**src/sv/mmv_pkg.sv**
```systemverilog
// Shared types and constants for the modular matrix-vector multiply core.
// No dependencies.
package mmv_pkg;

    localparam int MAX_ROWS  = 64;
    localparam int MAX_COLS  = 128;
    localparam int ELEM_BITS = 16;

    localparam int ROW_IW  = $clog2(MAX_ROWS);         // row index
    localparam int ROW_CW  = $clog2(MAX_ROWS + 1);     // row count
    localparam int COL_IW  = $clog2(MAX_COLS);         // column index
    localparam int COL_CW  = $clog2(MAX_COLS + 1);     // column count
    localparam int MAT_AW  = ROW_IW + COL_IW;
    localparam int MAT_D   = MAX_ROWS * MAX_COLS;
    localparam int PROD_W  = 2 * ELEM_BITS;
    // sum of MAX_COLS products plus one vector entry
    localparam int ACC_W   = PROD_W + COL_IW + 1;
    localparam int BIT_W   = $clog2(ACC_W);
    localparam int MOD_W   = 16;
    localparam int Q_DEPTH = 4;
    localparam int Q_AW    = $clog2(Q_DEPTH);

    localparam logic [1:0] CFG_MODULUS = 2'd0;
    localparam logic [1:0] CFG_ROWS    = 2'd1;
    localparam logic [1:0] CFG_COLS    = 2'd2;
    localparam logic [1:0] CFG_SYS     = 2'd3;

    typedef enum logic [1:0] {
        ACT_WR_MAT  = 2'd0,
        ACT_WR_VEC  = 2'd1,
        ACT_COMPUTE = 2'd2,
        ACT_NONE    = 2'd3
    } t_action;

    typedef struct packed {
        t_action                action;
        logic [ROW_IW-1:0]      row;
        logic [COL_IW-1:0]      col;
        logic [ELEM_BITS-1:0]   value;
    } t_item;

    typedef struct packed {
        logic [MOD_W-1:0] modulus;
        logic [6:0]       row_count;
        logic [7:0]       col_count;
        logic             sys;
    } t_cfg;

    typedef enum logic [2:0] {
        ST_IDLE,
        ST_ROW,
        ST_COLS,
        ST_DRAIN,
        ST_VEC,
        ST_VWAIT,
        ST_MOD,
        ST_EMIT
    } t_state;

endpackage

```
**src/sv/mmv_front.sv**
```systemverilog
// Front end: accepts transactions, drops unused actions, queues the rest.
// Depends on mmv_pkg.
module mmv_front import mmv_pkg::*; (
    input  logic  i_clk,
    input  logic  i_rst_n,
    input  logic  i_valid,
    output logic  o_ready,
    input  t_item i_item,
    output logic  o_q_valid,
    output t_item o_q_item,
    input  logic  i_q_pop
);
    t_item           r_q [Q_DEPTH];
    logic [Q_AW-1:0] r_wp, r_rp;
    logic [Q_AW:0]   r_cnt;
    logic            push, pop;

    // no transaction is taken while reset is held
    assign o_ready   = i_rst_n && (r_cnt != (Q_AW+1)'(Q_DEPTH));
    assign push      = i_valid && o_ready && (i_item.action != ACT_NONE);
    assign pop       = i_q_pop && (r_cnt != '0);
    assign o_q_valid = (r_cnt != '0);
    assign o_q_item  = r_q[r_rp];

    always_ff @(posedge i_clk) begin
        if (push) begin
            r_q[r_wp] <= i_item;
        end
        if (!i_rst_n) begin
            r_wp  <= '0;
            r_rp  <= '0;
            r_cnt <= '0;
        end else begin
            if (push) r_wp <= r_wp + 1'b1;
            if (pop)  r_rp <= r_rp + 1'b1;
            r_cnt <= r_cnt + (Q_AW+1)'(push) - (Q_AW+1)'(pop);
        end
    end
endmodule

```
**config.mk**
```make
export PLATFORM = sky130hd
export DESIGN_NAME = mmv_front
export DESIGN_NICKNAME = d
export VERILOG_FILES = /design/src/sv/mmv_pkg.sv /design/src/sv/mmv_front.sv
export SDC_FILE = /design/constraint.sdc
export NUM_CORES = 1
export LEC_CHECK = 0
export ABC_AREA = 1
export BUFFER_PORTS_ARGS = -buffer_cell sky130_fd_sc_hd__buf_2
export CAP_MARGIN = 20
export CORE_UTILIZATION = 58
export DETAILED_ROUTE_END_ITERATION = 7
export PLACE_DENSITY = 0.78
export REMOVE_ABC_BUFFERS = 1
export SYNTH_ARGS = -nofsm -noshare
export SYNTH_HDL_FRONTEND = slang
export SYNTH_SLANG_ARGS = --single-unit
```
**constraint.sdc**
```tcl
create_clock -name i_clk -period 4 [get_ports i_clk]
set_input_delay 0.4 -clock i_clk [delete_from_list [all_inputs] [get_ports i_clk]]
set_output_delay 0.4 -clock i_clk [all_outputs]
set_load 0.01 [all_outputs]
```
==> reports/metrics.yaml, run 1 <==
run_status:
  outcome: "completed"
clocking:
  cts_root_buf: "clkbuf_8"
  clk_pin_slew_ps: 60
  insertion_delay_ps: 520
  ctsHoldBuffers: 0
  cts_resized: 0
  numClockSinks: 133
  postCtsSetupBuffers: 0
  cts_buffer_depth: 2
  cts_inserted_buffers: 17
  cts_tree: "yes"
  cts_max_level: 4
drt:
  firstDrtPassIters: 4
  viasPerCell: 5.61
  wl_per_cell_um: 17.1
  drc: 0
  routed_wl_um: 9560
  drtAntennaViolNets: 0
  vias: 3136
  drt-initial-drc-count: 212
finish:
  finalInstanceArea_sq_um: 6130
  drive_gt1_share_pct: 25.6
  final_common_cell: "edfxtp_1"
  mostFrequentLayoutCells: "124 x edfxtp_1, 68 x nor2_1, 67 x buf_2"
  area_delta_synth_final_pct: 18.6
  nets: 479
sta:
  finalCriticalPeriod_ps: 2620
  finalWorstSetupSlack_ps: 1380
  finalCritPeriodShare_pct: 65.5
  rsz0062_at_grt: "false"
  whs_ps: 90.7
  setup-tns-final_ps: 0
  skew_ps: 6.34
  finalMaxSlewViolations: 0
  slew_headroom_pct: 33.5
  max_freq_ghz: 0.382
  tightestPinTransition_ps: 995
  hold_viol_final: 0
  setup_viol: 0
synth:
  ys_warn_count: 0
  synth-edff-count: 124
  ys.flop_type: "edfxtp_1"
  async_flop_share_pct: 0
  syn_inst: 369
  ys_types: 23
  synth_seq_cells: 133
  ys_seq_area_share_pct: 75.5
  netlist_area_sq_um: 5170
  avgSynthCellArea_sq_um: 14.0
worst_setup_path:
  startpoint_type: "register"
  crit_type: "reg2out"
  worst-path-max-fanout: 42
  crit_arrival_ps: 2220
  crit_required_ps: 3600
  critPathCaptureType: "primary output"
pwr:
  power_leakage_nw: 2.22
  p_per_area_nw_per_um2: 651
  finalPower_w: 0.00399
  irDropWorstVdd_v: 0.000345
die:
  die_w_um: 96.4
  start_util_pct: 59.6
  rows: 34
  die_area_sq_um: 9300
  die_h_um: 96.4
  core_area_sq_um: 8680
  ios: 68
placed_design:
  routabilityCongestion: 0.720
  placed_area_sq_um: 5510
  dp_slack_ps: 1650
  hpwlAfterDp_um: 5260
  io_buffers: 67
global_route:
  grt_pass1_vias: 3070
  antenna_found_initial: 1
  grtUsageTotal_pct: 22.4
  overflow: 0
  grt_pass1_wl_um: 14600
  grt_max_degree: 63
worst_hold_path:
  hp-class: "in2reg"
flow_run:
  drv_cap: 0
==> worst paths after layout <==
| path | slack, ps | start | end | cells past startpoint |
|---|---|---|---|---|
| setup / recovery | 1380 | register | o_q_item[3] | 4 |
| hold / removal | 90 | i_item[1] | r_q[1][1] | 1 |
| setup reg to reg | 1790 | r_cnt[1] | r_cnt[2] | 12 |
| hold reg to reg | 500 | r_rp[1] | r_rp[1] | 2 |
==> where the power goes <==
part | internal, W | switching [W] | leakage (nW)
Clock | 0.00102 | 0.000572 | 0.302
Combinational | 0.000267 | 0.000489 | 0.717
Sequential | 0.00159 | 0.0000542 | 1.20
==> through the flow <==
stage / std cells / utilization, %
global placement: 526 / 63.5
floorplan: 349 / -
CTS: 558 / 70.7
global route: 559 / 70.7
finish: 559 / 70.7
detailed placement: 526 / 63.5
==> area by class of cell <==
class	count	area, sq um
flip-flops and latches	133	3910
clock inverters	15	204
repair buffers	69	350
fillers	554	2540
inverters	19	78.8
diodes	1	2.50
multi-input cells	197	1040
clock buffers	17	414
well taps	108	135
==> critical path, cell delays in order (launching register included) <==
cell	delay, ps
dfxtp_2	620
buf_4	470
o21ai_0	180
o22ai_1	240
buf_2	180
==> synthesized netlist by cell type, types with 2 or more instances <==
master / number / share of area [%]
a21oi_1: 2 / 0.19
buf_2: 6 / 0.58
buf_6: 11 / 2.4
clkbuf_4: 3 / 0.44
dfxtp_1: 9 / 3.5
edfxtp_1: 124 / 72
ha_1: 6 / 1.5
inv_1: 16 / 1.2
inv_2: 2 / 0.15
nand2_1: 11 / 0.80
nand2_2: 2 / 0.24
nand3_1: 3 / 0.29
nor2_1: 72 / 5.2
nor2_2: 2 / 0.24
o21ai_0: 28 / 2.7
o21ai_1: 35 / 3.4
o22ai_1: 31 / 3.7
==> state kept, by name, indices dropped and copies added (netlist names), named ones only <==
signal	count
r_q	124
r_cnt	3
r_rp	2
r_wp	2
==> routing by layer <==
layer	vias up	share of wire [%]	GRT usage [%]
li1	1495	-	-
met1	1512	38	24.8
met2	112	52	38.7
met3	17	7.9	7.98
met4	0	1.6	10.3
met5	-	0	0
==> cells by family after synthesis <==
kind of cell | after synthesis | share of synthesized area [%]
adder cells (fa/ha/maj) | 7 | 1.84
XOR/XNOR | 1 | 0.169
AND/OR/NAND/NOR | 92 | 7.26
flip-flops | 133 | 75.5
buffers and inverters | 39 | 4.93
AO/OA/AOI/OAI | 97 | 10.4
(Power assumes the default switching activity.)
==> inputs of run 2 (changes only) <==
--- a/config.mk
+++ b/config.mk
@@ -8,9 +8,9 @@
 export ABC_AREA = 1
 export BUFFER_PORTS_ARGS = -buffer_cell sky130_fd_sc_hd__buf_2
 export CAP_MARGIN = 20
-export CORE_UTILIZATION = 58
+export CORE_UTILIZATION = 57
 export DETAILED_ROUTE_END_ITERATION = 7
-export PLACE_DENSITY = 0.78
+export PLACE_DENSITY = 0.77
 export REMOVE_ABC_BUFFERS = 1
 export SYNTH_ARGS = -nofsm -noshare
 export SYNTH_HDL_FRONTEND = slang
==> constraint.sdc (replaced) <==
create_clock -name i_clk -period 2.7 [get_ports i_clk]
set_input_delay 0.27 -clock i_clk [delete_from_list [all_inputs] [get_ports i_clk]]
set_output_delay 0.27 -clock i_clk [all_outputs]
set_load 0.01 [all_outputs]
==> run 2 against run 1 <==
  * Die area grew 1.7%
  * Core utilization grew 2.9 points
  * Global-route usage grew 0.40 points
  * Clock power grew 40%
  * Combinational power grew 60%
  * Sequential share of layout area shrank 3.1 points
  * Sequential power grew 46%
  * Worst hold slack lost 65 ps
  * Critical endpoint is now o_q_item[27]
  * Wire length grew 6.9%
  * First-iteration DRC count grew 37%
  * Worst setup slack lost 1100 ps
  * Non-clock buffer count grew 35
==> reports/metrics.yaml, run 2 (same netlist as run 1, synthesis figures left out) <==
die:
  core_area_sq_um: 8760  # +0.98%
  die_w_um: 97.3  # +0.86%
  die_h_um: 97.3  # +0.86%
  rows: 34  # unchanged
  ios: 68  # unchanged
  start_util_pct: 59.0  # -0.58 points
  die_area_sq_um: 9460  # +1.7%
finish:
  largest_reg_flops: 124  # unchanged
  final_common_cell: "edfxtp_1"
  finalInstanceArea_sq_um: 6450  # +5.2%
  fin_util_pct: 73.6  # +2.9 points
  antenna_cells: 0  # -1
  mostFrequentLayoutCells: "124 x edfxtp_1, 68 x nor2_1, 67 x buf_2"
  nets: 514  # +7.3%
  largest-register: "r_q"
  area_delta_synth_final_pct: 24.7
  reg_top3: "r_q: 124 flops, r_cnt: 3 flops"
  drive_gt1_share_pct: 24.1  # -1.4 points
worst_setup_path:
  critPathCaptureType: "primary output"
  crit_required_ps: 2430  # -1170 ps
  startpoint_type: "register"
  crit_arrival_ps: 2170  # -50 ps
  crit_type: "reg2out"
  worst-path-max-fanout: 63  # +50%
placed_design:
  placed_area_sq_um: 5580  # +1.3%
  dp_slack_ps: 420  # -1230 ps
  hpwlAfterDp_um: 5550  # +5.4%
  routabilityCongestion: 0.715  # -0.65%
  io_buffers: 67  # unchanged
drt:
  drtAntennaViolNets: 0  # unchanged
  drt-initial-drc-count: 290  # +37%
  firstDrtPassIters: 8  # +4
  vias: 3287  # +4.8%
  routed_wl_um: 10200  # +6.9%
  drc: 0  # unchanged
  wl_per_cell_um: 17.2  # +0.79%
  viasPerCell: 5.54  # -1.2%
clocking:
  numClockSinks: 133  # unchanged
  cts_resized: 0  # unchanged
  cts_tree: "yes"
  cts_inserted_buffers: 17  # unchanged
  insertion_delay_ps: 510  # about the same
  cts_buffer_depth: 2  # unchanged
  cts_max_level: 4  # unchanged
  clk_pin_slew_ps: 60  # about the same
  cts_root_buf: "clkbuf_8"
run_status:
  outcome: "completed"
global_route:
  overflow: 0  # unchanged
  grt_pass1_vias: 3311  # +7.9%
  grt_max_degree: 64  # +1.6%
  antenna_found_initial: 0  # -1
  grt_pass1_wl_um: 16000  # +9.1%
  grtUsageTotal_pct: 22.8  # +0.40 points
worst_hold_path:
  hp-class: "in2reg"
pwr:
  power_leakage_nw: 2.35  # +6.2%
  irDropWorstVdd_v: 0.000623  # +81%
  finalPower_w: 0.00584  # +46%
  p_per_area_nw_per_um2: 905  # +39%
sta:
  finalCriticalPeriod_ps: 2440
  skew_ps: 12.5  # +6.17 ps
  tightestPinTransition_ps: 663  # -332 ps
  hold_viol_final: 0  # unchanged
  finalCritPeriodShare_pct: 90.4
  finalWorstSetupSlack_ps: 259  # -1120 ps
  max_freq_ghz: 0.410
  finalMaxSlewViolations: 0  # unchanged
  slew_headroom_pct: 55.8  # +22 points
  setup_viol: 0  # unchanged
  setup-tns-final_ps: 0  # unchanged
  rsz0062_at_grt: "false"
flow_run:
  drv_cap: 0  # unchanged
==> run 2: cell count changes in the layout (fill, tap and decap cells not counted), sizes merged <==
cell         previous run  this run
buf                    69        75
bufinv                  4         3
clkbuf                 17        19
clkinv                  8         7
diode                   1         0
dlygate4sd3             0        29
==> run 2: timing repair <==
item / 4_1_cts / 5_1_grt
hold buffers: 29 / 0
hold endpoints to repair: 116 / 0
setup buffers: 0 / 0
setup endpoints to repair: 0 / 0
==> run 2: final timing paths <==
path              start           end  slack, ps  cells past startpoint
max            register  o_q_item[27]        260                      5
min          i_item[30]    r_q[2][30]         30                      1
max reg2reg    r_cnt[1]      r_cnt[2]        490                     12
min reg2reg     r_wp[1]       r_wp[1]        510                      2
==> run 2: through the flow <==
step	cells	hold WS, ps
6_report	593	25.7
5_1_grt	593	2.76
3_3_place_gp	532	482
3_5_place_dp	532	490
2_1_floorplan	349	363
4_1_cts	593	0.241
==> run 2: metal layers <==
metal  share of wire, %  global-route usage, %  wire [um]  vias to the layer above
met1                 40                   26.5       4060                     1583
li1                   -                      -          -                     1560
met3                7.4                   5.90        761                       14
met5                  0                      0          0                        -
met2                 51                   37.6       5210                      130
met4                1.8                   14.9        183                        0
==> run 2: critical path: stages (launching register included) <==
cell and delay (ps):
dfxtp_2 310, buf_4 530, inv_8 270, o21ai_0 270
o22ai_1 90, buf_2 150
==> run 2: area by class of cell <==
class | instances | area [sq um]
Inverter | 19 | 78.8
Clock buffer | 19 | 422
Timing Repair Buffer | 104 | 711
Fill cell | 538 | 2310
Clock inverter | 13 | 155
Tap cell | 108 | 135
Sequential cell | 133 | 3910
Multi-Input combinational cell | 197 | 1040
==> run 2: power by group <==
| group | internal, W | total, W | switching [W] |
|---|---|---|---|
| clock | 0.00140 | 0.00222 | 0.000815 |
| sequential | 0.00236 | 0.00241 | 0.0000502 |
| combinational | 0.000435 | 0.00121 | 0.000779 |
